## src/hdl/orp_pkg.sv

```systemverilog
// Package for the orientation pixel remap block: field widths, register
// indexes, orientation codes and the item payload types.
// No dependencies; compile first.
package orp_pkg;

    localparam int MAX_DIM_DEF = 4096;

    localparam int PIX_W     = 32;
    localparam int COORD_W   = 12;
    localparam int INDEX_W   = 24;
    localparam int CFG_W     = 13;
    localparam int CODE_W    = 4;
    localparam int CFG_IDX_W = 2;

    // Configuration register indexes
    localparam logic [CFG_IDX_W-1:0] CFG_FRAME_WIDTH  = 2'd0;
    localparam logic [CFG_IDX_W-1:0] CFG_FRAME_HEIGHT = 2'd1;
    localparam logic [CFG_IDX_W-1:0] CFG_ORIENT_CODE  = 2'd2;

    // Orientation codes
    localparam logic [CODE_W-1:0] ORIENT_IDENTITY  = 4'd1;
    localparam logic [CODE_W-1:0] ORIENT_MIRROR_H  = 4'd2;
    localparam logic [CODE_W-1:0] ORIENT_ROT180    = 4'd3;
    localparam logic [CODE_W-1:0] ORIENT_MIRROR_V  = 4'd4;
    localparam logic [CODE_W-1:0] ORIENT_TRANSPOSE = 4'd5;
    localparam logic [CODE_W-1:0] ORIENT_ROT90     = 4'd6;
    localparam logic [CODE_W-1:0] ORIENT_TRANSVERSE = 4'd7;
    localparam logic [CODE_W-1:0] ORIENT_ROT270    = 4'd8;

    localparam logic [CODE_W-1:0] ORIENT_FIRST = ORIENT_IDENTITY;
    localparam logic [CODE_W-1:0] ORIENT_LAST  = ORIENT_ROT270;

    typedef struct packed {
        logic [PIX_W-1:0] pixel_in;
    } t_pix_in;

    typedef struct packed {
        logic [PIX_W-1:0]   pixel_out;
        logic [COORD_W-1:0] dest_col;
        logic [COORD_W-1:0] dest_row;
        logic [INDEX_W-1:0] dest_index;
        logic               frame_last;
        logic               bad_code;
    } t_pix_out;

    // Position status of the pixel at the head of the stream
    typedef struct packed {
        logic row_end;
        logic frame_last;
    } t_pos_flags;

endpackage

```

## src/hdl/orp_stream_if.sv

```systemverilog
// Valid/ready stream channel carrying one item of payload type T.
// Depends on nothing; the payload type is supplied by the user.
interface orp_stream_if #(
    parameter type T = logic
);
    logic valid;
    logic ready;
    T     data;

    modport source (output valid, output data, input ready);
    modport sink   (input valid, input data, output ready);
endinterface

```

## src/hdl/orientation_pixel_remap.sv

```systemverilog
// Orientation pixel remap, top level. Holds the configuration registers and
// ties the position tracker to the remap pipeline. Depends on orp_pkg,
// orp_stream_if, orp_pos and orp_map.
//
// Source pixels enter in raster order on i_pix, one item per cycle at full
// rate unless o_res stalls; each item leaves on o_res carrying the unchanged
// pixel, its column, row and linear index in the image transformed by the
// orientation code, an end-of-frame flag and an invalid-code flag. Codes 1
// to 4 keep the width (identity, horizontal mirror, 180 degree rotation,
// vertical mirror); codes 5 to 8 swap width and height (transpose, 90 degree
// clockwise, transverse, 270 degree clockwise). Any other code raises
// bad_code and maps as identity. The throughput of one item per clock
// without stalls is set by the two-register pipeline: an input register
// that takes the item with its source position, and a result register
// behind one multiplier and adder that forms the destination index.
// Backpressure on o_res stalls both registers; i_pix.ready stays high while
// either register can still move. Widths and heights of zero read as one,
// values above MAX_DIM read as MAX_DIM, and counters left beyond a shrunken
// frame clamp to its last column or row. Write the configuration only while
// the pipeline is empty; writes do not move the counters, and the counters
// wrap to zero after the last pixel of each frame.
module orientation_pixel_remap #(
    parameter int MAX_DIM = orp_pkg::MAX_DIM_DEF
) (
    input  logic                              i_clk,
    input  logic                              i_rst_n,
    orp_stream_if.sink                        i_pix,
    orp_stream_if.source                      o_res,
    input  logic                              i_cfg_we,
    input  logic [orp_pkg::CFG_IDX_W-1:0]     i_cfg_idx,
    input  logic [orp_pkg::CFG_W-1:0]         i_cfg_data
);
    import orp_pkg::*;

    localparam int CW = $clog2(MAX_DIM);
    localparam int DW = $clog2(MAX_DIM+1);
    localparam int XW = (CFG_W > DW) ? CFG_W : DW;

    logic [CFG_W-1:0]  r_frame_width;
    logic [CFG_W-1:0]  r_frame_height;
    logic [CODE_W-1:0] r_orient_code;

    logic [DW-1:0]     eff_w, eff_h;
    logic [CW-1:0]     pos_x, pos_y;
    t_pos_flags        pos_flags;
    logic              in_ready;
    logic              accept;
    t_pix_out          result;

    // Clamp a programmed dimension into 1..MAX_DIM
    function automatic logic [DW-1:0] eff_dim(input logic [CFG_W-1:0] d);
        logic [XW-1:0] dx;
        dx = XW'(d);
        if (dx == '0) begin
            return DW'(1);
        end else if (dx > XW'(MAX_DIM)) begin
            return DW'(MAX_DIM);
        end
        return DW'(dx);
    endfunction

    // Register writes; an index past the list is dropped
    always_ff @(posedge i_clk) begin
        if (!i_rst_n) begin
            r_frame_width  <= CFG_W'(1);
            r_frame_height <= CFG_W'(1);
            r_orient_code  <= ORIENT_IDENTITY;
        end else if (i_cfg_we) begin
            unique case (i_cfg_idx)
                CFG_FRAME_WIDTH:  r_frame_width  <= i_cfg_data;
                CFG_FRAME_HEIGHT: r_frame_height <= i_cfg_data;
                CFG_ORIENT_CODE:  r_orient_code  <= CODE_W'(i_cfg_data);
                default: ;
            endcase
        end
    end

    assign eff_w  = eff_dim(r_frame_width);
    assign eff_h  = eff_dim(r_frame_height);

    // Advance the counters on every accepted item
    assign accept      = i_pix.valid && in_ready;
    assign i_pix.ready = in_ready;

    orp_pos #(
        .MAX_DIM (MAX_DIM)
    ) u_pos (
        .i_clk   (i_clk),
        .i_rst_n (i_rst_n),
        .i_adv   (accept),
        .i_w     (eff_w),
        .i_h     (eff_h),
        .o_x     (pos_x),
        .o_y     (pos_y),
        .o_flags (pos_flags)
    );

    orp_map #(
        .MAX_DIM (MAX_DIM)
    ) u_map (
        .i_clk       (i_clk),
        .i_rst_n     (i_rst_n),
        .i_in_valid  (i_pix.valid),
        .o_in_ready  (in_ready),
        .i_pixel     (i_pix.data.pixel_in),
        .i_x         (pos_x),
        .i_y         (pos_y),
        .i_flags     (pos_flags),
        .i_w         (eff_w),
        .i_h         (eff_h),
        .i_code      (r_orient_code),
        .o_out_valid (o_res.valid),
        .i_out_ready (o_res.ready),
        .o_result    (result)
    );

    assign o_res.data = result;

endmodule

```

## src/hdl/orp_pos.sv

```systemverilog
// Source position tracker: column and row counters, clamped to the frame.
// Depends on orp_pkg.
module orp_pos #(
    parameter int MAX_DIM = orp_pkg::MAX_DIM_DEF
) (
    input  logic                                i_clk,
    input  logic                                i_rst_n,
    input  logic                                i_adv,
    input  logic [$clog2(MAX_DIM+1)-1:0]        i_w,
    input  logic [$clog2(MAX_DIM+1)-1:0]        i_h,
    output logic [$clog2(MAX_DIM)-1:0]          o_x,
    output logic [$clog2(MAX_DIM)-1:0]          o_y,
    output orp_pkg::t_pos_flags                 o_flags
);
    import orp_pkg::*;

    localparam int CW = $clog2(MAX_DIM);
    localparam int DW = $clog2(MAX_DIM+1);

    logic [CW-1:0] r_col, n_col;
    logic [CW-1:0] r_row, n_row;
    logic [CW-1:0] w_last, h_last;

    always_comb begin
        w_last = CW'(i_w - DW'(1));
        h_last = CW'(i_h - DW'(1));
        // clamp if the frame shrank under the counters
        o_x = (DW'(r_col) < i_w) ? r_col : w_last;
        o_y = (DW'(r_row) < i_h) ? r_row : h_last;
        o_flags.row_end    = (o_x == w_last);
        o_flags.frame_last = o_flags.row_end && (o_y == h_last);
    end

    always_comb begin
        if (o_flags.frame_last) begin
            n_col = '0;
            n_row = '0;
        end else if (o_flags.row_end) begin
            n_col = '0;
            n_row = o_y + CW'(1);
        end else begin
            n_col = o_x + CW'(1);
            n_row = o_y;
        end
    end

    always_ff @(posedge i_clk) begin
        if (!i_rst_n) begin
            r_col <= '0;
            r_row <= '0;
        end else if (i_adv) begin
            r_col <= n_col;
            r_row <= n_row;
        end
    end

    a_wrap: assert property (@(posedge i_clk) disable iff (!i_rst_n)
        i_adv && o_flags.frame_last |=> r_col == '0 && r_row == '0)
        else $error("counters did not wrap after last pixel");

    a_step: assert property (@(posedge i_clk) disable iff (!i_rst_n)
        i_adv && !o_flags.row_end |=> r_col == $past(o_x) + CW'(1) && r_row == $past(o_y))
        else $error("column counter did not step");

endmodule

```

## src/hdl/orp_map.sv

```systemverilog
// Two-register remap pipeline: input register holds pixel and position,
// result register holds the mapped coordinates and index. Depends on orp_pkg.
module orp_map #(
    parameter int MAX_DIM = orp_pkg::MAX_DIM_DEF
) (
    input  logic                                i_clk,
    input  logic                                i_rst_n,
    input  logic                                i_in_valid,
    output logic                                o_in_ready,
    input  logic [orp_pkg::PIX_W-1:0]           i_pixel,
    input  logic [$clog2(MAX_DIM)-1:0]          i_x,
    input  logic [$clog2(MAX_DIM)-1:0]          i_y,
    input  orp_pkg::t_pos_flags                 i_flags,
    input  logic [$clog2(MAX_DIM+1)-1:0]        i_w,
    input  logic [$clog2(MAX_DIM+1)-1:0]        i_h,
    input  logic [orp_pkg::CODE_W-1:0]          i_code,
    output logic                                o_out_valid,
    input  logic                                i_out_ready,
    output orp_pkg::t_pix_out                   o_result
);
    import orp_pkg::*;

    localparam int CW = $clog2(MAX_DIM);
    localparam int DW = $clog2(MAX_DIM+1);
    localparam int PW = CW + DW;

    logic             r_s1_valid;
    logic             r_s2_valid;
    logic [PIX_W-1:0] r_s1_pixel;
    logic [CW-1:0]    r_s1_x;
    logic [CW-1:0]    r_s1_y;
    logic             r_s1_last;
    t_pix_out         r_res;

    logic             s2_en;
    logic             accept;

    logic [CW-1:0]     rx, ry, dc, dr;
    logic [DW-1:0]     ow;
    logic              bad;
    logic [CODE_W-1:0] code_eff;
    logic [PW-1:0]     prod;
    logic [PW-1:0]     idx_sum;

    // advance the result register when empty or drained
    assign s2_en      = !r_s2_valid || i_out_ready;
    assign o_in_ready = !r_s1_valid || s2_en;
    assign accept     = i_in_valid && o_in_ready;

    always_ff @(posedge i_clk) begin
        if (!i_rst_n) begin
            r_s1_valid <= 1'b0;
            r_s2_valid <= 1'b0;
        end else begin
            if (accept) begin
                r_s1_valid <= 1'b1;
            end else if (s2_en) begin
                r_s1_valid <= 1'b0;
            end
            if (s2_en) begin
                r_s2_valid <= r_s1_valid;
            end
        end
    end

    always_ff @(posedge i_clk) begin
        if (accept) begin
            r_s1_pixel <= i_pixel;
            r_s1_x     <= i_x;
            r_s1_y     <= i_y;
            r_s1_last  <= i_flags.frame_last;
        end
    end

    always_comb begin
        rx       = CW'(i_w - DW'(1)) - r_s1_x;
        ry       = CW'(i_h - DW'(1)) - r_s1_y;
        bad      = (i_code < ORIENT_FIRST) || (i_code > ORIENT_LAST);
        code_eff = bad ? ORIENT_IDENTITY : i_code;
        unique case (code_eff)
            ORIENT_MIRROR_H: begin
                dc = rx;     dr = r_s1_y;
            end
            ORIENT_ROT180: begin
                dc = rx;     dr = ry;
            end
            ORIENT_MIRROR_V: begin
                dc = r_s1_x; dr = ry;
            end
            ORIENT_TRANSPOSE: begin
                dc = r_s1_y; dr = r_s1_x;
            end
            ORIENT_ROT90: begin
                dc = ry;     dr = r_s1_x;
            end
            ORIENT_TRANSVERSE: begin
                dc = ry;     dr = rx;
            end
            ORIENT_ROT270: begin
                dc = r_s1_y; dr = rx;
            end
            default: begin
                dc = r_s1_x; dr = r_s1_y;
            end
        endcase
        // transposing codes swap output width and height
        ow      = (code_eff > ORIENT_MIRROR_V) ? i_h : i_w;
        prod    = PW'(dr) * PW'(ow);
        idx_sum = prod + PW'(dc);
    end

    always_ff @(posedge i_clk) begin
        if (s2_en && r_s1_valid) begin
            r_res.pixel_out  <= r_s1_pixel;
            r_res.dest_col   <= COORD_W'(dc);
            r_res.dest_row   <= COORD_W'(dr);
            r_res.dest_index <= INDEX_W'(idx_sum);
            r_res.frame_last <= r_s1_last;
            r_res.bad_code   <= bad;
        end
    end

    assign o_out_valid = r_s2_valid;
    assign o_result    = r_res;

    a_s1_hold: assert property (@(posedge i_clk) disable iff (!i_rst_n)
        r_s1_valid && !s2_en |=> r_s1_valid)
        else $error("stalled item dropped from input register");

    a_s1_move: assert property (@(posedge i_clk) disable iff (!i_rst_n)
        r_s1_valid && s2_en |=> r_s2_valid)
        else $error("item lost between input and result register");

    a_no_ghost: assert property (@(posedge i_clk) disable iff (!i_rst_n)
        !r_s1_valid && !r_s2_valid |=> !r_s2_valid)
        else $error("result appeared with no item in flight");

endmodule

```

## src/flat_wrapper.sv

```systemverilog
// flat-port wrapper written by rule: the top's interface ports become plain ports
module orientation_pixel_remap_flat import orp_pkg::*;
#(
    parameter int MAX_DIM = orp_pkg::MAX_DIM_DEF
)
  (i_clk, i_rst_n, i_cfg_we, i_cfg_idx, i_cfg_data, i_pix_valid, i_pix_data, i_pix_ready, o_res_valid, o_res_data, o_res_ready);
  orp_stream_if #(.T(t_pix_in)) i_pix_i ();
  orp_stream_if #(.T(t_pix_out)) o_res_i ();
  input  logic i_clk;
  input  logic i_rst_n;
  input  logic i_cfg_we;
  input  logic [orp_pkg::CFG_IDX_W-1:0] i_cfg_idx;
  input  logic [orp_pkg::CFG_W-1:0] i_cfg_data;
  input wire logic [$bits(i_pix_i.valid)-1:0] i_pix_valid;
  input wire logic [$bits(i_pix_i.data)-1:0] i_pix_data;
  output wire logic [$bits(i_pix_i.ready)-1:0] i_pix_ready;
  output wire logic [$bits(o_res_i.valid)-1:0] o_res_valid;
  output wire logic [$bits(o_res_i.data)-1:0] o_res_data;
  input wire logic [$bits(o_res_i.ready)-1:0] o_res_ready;
  assign i_pix_i.valid = i_pix_valid;
  assign i_pix_i.data = i_pix_data;
  assign i_pix_ready = i_pix_i.ready;
  assign o_res_valid = o_res_i.valid;
  assign o_res_data = o_res_i.data;
  assign o_res_i.ready = o_res_ready;
  orientation_pixel_remap #(.MAX_DIM(MAX_DIM)) u_core (.i_clk(i_clk), .i_rst_n(i_rst_n), .i_pix(i_pix_i), .o_res(o_res_i), .i_cfg_we(i_cfg_we), .i_cfg_idx(i_cfg_idx), .i_cfg_data(i_cfg_data));
endmodule
```

## config.mk

```make
export PLATFORM = sky130hd
export DESIGN_NAME = orientation_pixel_remap_flat
export DESIGN_NICKNAME = d
export VERILOG_FILES = /design/src/hdl/orp_pkg.sv /design/src/hdl/orp_stream_if.sv /design/src/hdl/orientation_pixel_remap.sv /design/src/hdl/orp_pos.sv /design/src/hdl/orp_map.sv /design/src/flat_wrapper.sv
export SDC_FILE = /design/constraint.sdc
export NUM_CORES = 1
export LEC_CHECK = 0
export CORE_MARGIN = 4
export CORE_UTILIZATION = 50
export CTS_CLUSTER_SIZE = 30
export DETAILED_ROUTE_END_ITERATION = 16
export DONT_BUFFER_PORTS = 1
export PLACE_DENSITY = 0.75
export SLEW_MARGIN = 20
export SYNTH_ARGS = -nofsm -noshare
export SYNTH_HDL_FRONTEND = slang
export SYNTH_SLANG_ARGS = --single-unit
```

## constraint.sdc

```tcl
create_clock -name i_clk -period 9.5 [get_ports i_clk]
set_input_delay 0.475 -clock i_clk [delete_from_list [all_inputs] [get_ports i_clk]]
set_output_delay 0.475 -clock i_clk [all_outputs]
set_load 0.05 [all_outputs]
```

==> implementation parameters <==
Parameter                              Value

Global routing
  Combined global-route utilization of all metal layers    0.2533
  Number of antenna violations at the first check in global routing    0
  Number of global-route vias before repair    13230
  Overall overflow remaining after global route    0
  Wire length of the first global-routing pass    71.64 mm
  Pin count of the biggest net entering global routing    70

Synth
  Adder and majority cell fraction of the synthesized area    0.2356
  Asr flop ratio synth    0
  Mapped Area    16530 um2
  Synth Register Bits    195
  Largest family of logic cells by synthesized area    adder cells
  Compound-cell area share of the yosys netlist    0.1454
  Syn Area/Cell    9.439 um2
  Fraction of synthesized cell area in xor and xnor cells    0.03876
  Number of enable flip-flop cells after synthesis    139
  Multiplexer area fraction after synthesis    0.02301
  Main flop type after synthesis    sky130_fd_sc_hd__edfxtp_1
  Synthesized instance count    1751
  Simple-gate area share of the yosys netlist    0.1655
  Synthesized netlist net count    2041
  Register area share after synthesis    0.3204
  Distinct cell type count after synthesis    94
  Warnings, synthesis    0

Power and ir drop
  Static Leakage    7.624 nW
  Worst vdd rail ir drop    0.1504 mV
  Proportion of power drawn by the clock network    0.190
  Cell internal power dissipation    2.175 mW
  Combinational share of power    0.466
  Net Switching    1.807 mW
  Switching power share of the total    0.4538
  Fraction of power consumed by sequential logic    0.343
  Power density over the cells    220.9 nW/um2

STA
  Worst rel slew slack    0.2826
  Final Hold Violating Endpoints    0
  Final TNS setup    0 ps
  Timing-limited maximum frequency    109.0 MHz
  Clock period minus worst slack    9173 ps
  Slew at the pin with the worst max-slew slack    1071 ps
  Clock tree skew after final layout    15.93 ps
  Max-slew violation total from the final report    0
  Final-report setup violation count    0
  Fin crit share    0.9656

Detailed routing
  Initial DRC count    1380
  Via density    5.947
  DR WL/cell    20.51 um
  Total number of vias    13150
  Antenna violation net count after detailed routing    0
  Detailed Routing Iterations Pass 1    6
  DRC errors left    0
  Total wire length    45.35 mm

CTS
  Insertion delay of the later-clocked pin in the worst-skew pair    470 ps
  TritonCTS clock tree    built
  Deepest clock path buffer count    2
  Number of buffers added by the clock tree synthesis step    17
  Sinks on the clock net    195
  Clock transition at the register clock pins on the worst setup and hold paths after CTS    80 ps
  Clk Tree Root Cell    sky130_fd_sc_hd__clkbuf_16
  Maximum level of the CTS H-tree    4

Placed design
  Cell total after placement    2174
  Count of input and output buffers    0
  DP HPWL    35.31 mm
  Final GP Congestion    0.9344

Floorplanning
  Floorplan Core Area    32540 um2
  Io pins    136
  Site row count    66
  Initial core utilization    0.5080
  Die width    189.8 um
  Die Outline Area    36030 um2
  Die Y    189.8 um

Setup path
  Element type at the critical path end    flip-flop
  Class of the most critical setup path    flip-flop to flip-flop
  Cell with the largest stage delay on the worst path    sky130_fd_sc_hd__or4_4
  Worst path required time    9710 ps
  Critical path startpoint category    flip-flop
  Number of cells on the worst reg-to-reg path    37
  Slowest Stage Delay on Critical Path    560 ps
  Data arrival time of the critical path    9380 ps
  Maximum net fanout on the critical path    9
  Crit-path most repeated cell    sky130_fd_sc_hd__inv_1

Layout
  Number of antenna cells inserted    0
  Area taken by flip-flops and latches    5295 um2
  Final standard cell count with taps included and fillers excluded    2211
  Most common cell after layout, fill and taps aside    sky130_fd_sc_hd__nand2_1
  Footprint of the multi-input gates    10210 um2
  Share of layout cells above drive strength 1    0.09610
  Total Nets Final    2046
  Fill cells    2902
  Most frequent cells in the layout    236 x sky130_fd_sc_hd__nand2_1, 220 x sky130_fd_sc_hd__inv_1, 139 x sky130_fd_sc_hd__edfxtp_1, 122 x sky130_fd_sc_hd__fa_1, 113 x sky130_fd_sc_hd__ha_1
  Synth-to-layout area growth    9.084%

Run status
  Status    finished, final reports clean

Min path
  Number of cells on the worst hold path    1
  Classification of the worst-slack hold path    primary input to flip-flop

Job
  # Max-Cap Violations    0
-- metal layers --
layer  part of all wire  routed length [um]  global-route usage  vias to the layer above
met1               0.42               19050              0.3338                     6378
met3              0.076                3464             0.05284                      132
met5                  0                   0                   0                        -
li1                   -                   -                   -                     6078
met4              0.042                1887              0.1018                        0
met2               0.46               20950              0.4112                      560
-- timing repair --
item	4_1_cts	5_1_grt
pin swaps	0	6
setup buffers	0	5
setup endpoints to repair	1	7
endpoints found under the hold margin	0	0
gates resized for setup	1	28
hold buffers	0	0
-- final cells by class --
class	instances	share of cell area
Clock buffer	18	0.02380
Clock inverter	14	0.01041
Inverter	226	0.04740
Multi-Input combinational cell	1249	0.5661
Sequential cell	195	0.2937
Tap cell	442	0.03068
Timing Repair Buffer	67	0.02790
-- worst max-delay path: cells and delay by family (launching register included) --
family          cells  cell delay [ps]
buf+inv             9              960
fa+ha+maj           8             3460
flops               1              370
simple gates        7             1630
compound gates     10             1920
xor+xnor            3              580
-- metrics by stage --
step | worst slack, ps | util | power [mW] | hold WS, ps | instance area [um2]
floorplan | 132.9 | - | 2.672 | 400.3 | 16530
global placement | 148.8 | 0.5295 | 3.110 | 400.6 | 17230
detailed placement | -55.69 | 0.5295 | 3.155 | 404.5 | 17230
CTS | 38.96 | 0.5486 | 3.929 | 62.13 | 17850
global route | -85.66 | 0.5541 | 4.247 | 73.88 | 18030
finish | 326.8 | 0.5541 | 3.982 | 85.62 | 18030
-- synth_stat cells (5+ instances only) --
master	count	area, um2
sky130_fd_sc_hd__nor2b_1	17	106.4
sky130_fd_sc_hd__o21a_1	14	105.1
sky130_fd_sc_hd__nor2_1	92	345.3
sky130_fd_sc_hd__or4_1	5	37.54
sky130_fd_sc_hd__and2_1	34	212.7
sky130_fd_sc_hd__o22ai_1	9	56.30
sky130_fd_sc_hd__a21o_1	13	97.59
sky130_fd_sc_hd__nor3_1	26	130.1
sky130_fd_sc_hd__a31oi_1	12	75.07
sky130_fd_sc_hd__fa_1	122	2442
sky130_fd_sc_hd__edfxtp_1	139	4174
sky130_fd_sc_hd__inv_1	221	829.6
sky130_fd_sc_hd__o22a_1	5	43.79
sky130_fd_sc_hd__nand2_1	236	885.9
sky130_fd_sc_hd__nor4_1	10	62.56
sky130_fd_sc_hd__o2111ai_1	7	61.31
sky130_fd_sc_hd__nand4_1	17	106.4
sky130_fd_sc_hd__clkbuf_1	69	259.0
sky130_fd_sc_hd__o211ai_1	11	82.58
sky130_fd_sc_hd__nand2b_1	15	93.84
sky130_fd_sc_hd__and3_1	19	118.9
sky130_fd_sc_hd__buf_2	7	35.03
sky130_fd_sc_hd__o221ai_1	5	43.79
sky130_fd_sc_hd__nand3_1	53	265.3
sky130_fd_sc_hd__mux2i_1	23	230.2
sky130_fd_sc_hd__or3_1	9	56.30
sky130_fd_sc_hd__a21oi_1	58	290.3
sky130_fd_sc_hd__and4_1	5	43.79
sky130_fd_sc_hd__xnor2_1	49	429.2
sky130_fd_sc_hd__xor2_1	19	166.4
sky130_fd_sc_hd__dfxtp_1	56	1121
sky130_fd_sc_hd__a21boi_0	38	285.3
sky130_fd_sc_hd__ha_1	116	1451
sky130_fd_sc_hd__a22o_1	7	61.31
sky130_fd_sc_hd__o21ai_0	54	270.3
sky130_fd_sc_hd__a32oi_1	5	43.79
sky130_fd_sc_hd__a22oi_1	12	90.09
sky130_fd_sc_hd__mux2_2	12	135.1
sky130_fd_sc_hd__a211oi_1	12	90.09
sky130_fd_sc_hd__nand3b_1	7	52.55
sky130_fd_sc_hd__o31ai_1	7	52.55
sky130_fd_sc_hd__o21bai_1	8	60.06
-- cell families after synthesis --
logic type      Yosys count
mux                      36
flops                   195
xor+xnor                 70
compound gates          338
fa+ha+maj               238
simple gates            567
buf+inv                 307
-- final timing paths --
kind	start	slack, ps	end
setup / recovery	u_core.r_frame_width[1]$_SDFFE_PN0P_	330	u_core.u_map.o_result[25]$_DFFE_PP_
hold / removal	i_rst_n	90	u_core.r_orient_code[0]$_SDFFE_PN1P_
hold reg to reg	u_core.u_map.r_s1_pixel[24]$_DFFE_PP_	420	u_core.u_map.o_result[74]$_DFFE_PP_
setup reg to reg	u_core.r_frame_width[1]$_SDFFE_PN0P_	330	u_core.u_map.o_result[25]$_DFFE_PP_
-- power groups by stage --
| stage | sequential, mW | combinational (mW) | clock, mW |
|---|---|---|---|
| 6_report | 1.37 | 1.86 | 0.757 |
| 4_1_cts | 1.37 | 1.79 | 0.772 |
| 2_1_floorplan | 1.33 | 1.35 | 0 |
| 3_3_place_gp | 1.38 | 1.73 | 0 |
| 3_5_place_dp | 1.39 | 1.77 | 0 |
| 5_1_grt | 1.38 | 2.06 | 0.805 |
-- sequential cells by signal, summed over array words and instances, names as in the netlist --
signal and count:
u_core.u_map.r_s1_pixel 32, u_core.r_frame_width 13, u_core.u_map.r_s1_y 12, u_core.r_frame_height 13
u_core.u_map.r_s1_valid 1, u_core.u_map.r_s1_x 12, u_core.u_map.o_out_valid 1, u_core.u_pos.r_col 12
u_core.u_map.r_s1_last 1, u_core.u_pos.r_row 12, u_core.r_orient_code 4, u_core.u_map.o_result 82
Note: power is estimated with default switching activity, not from simulation.
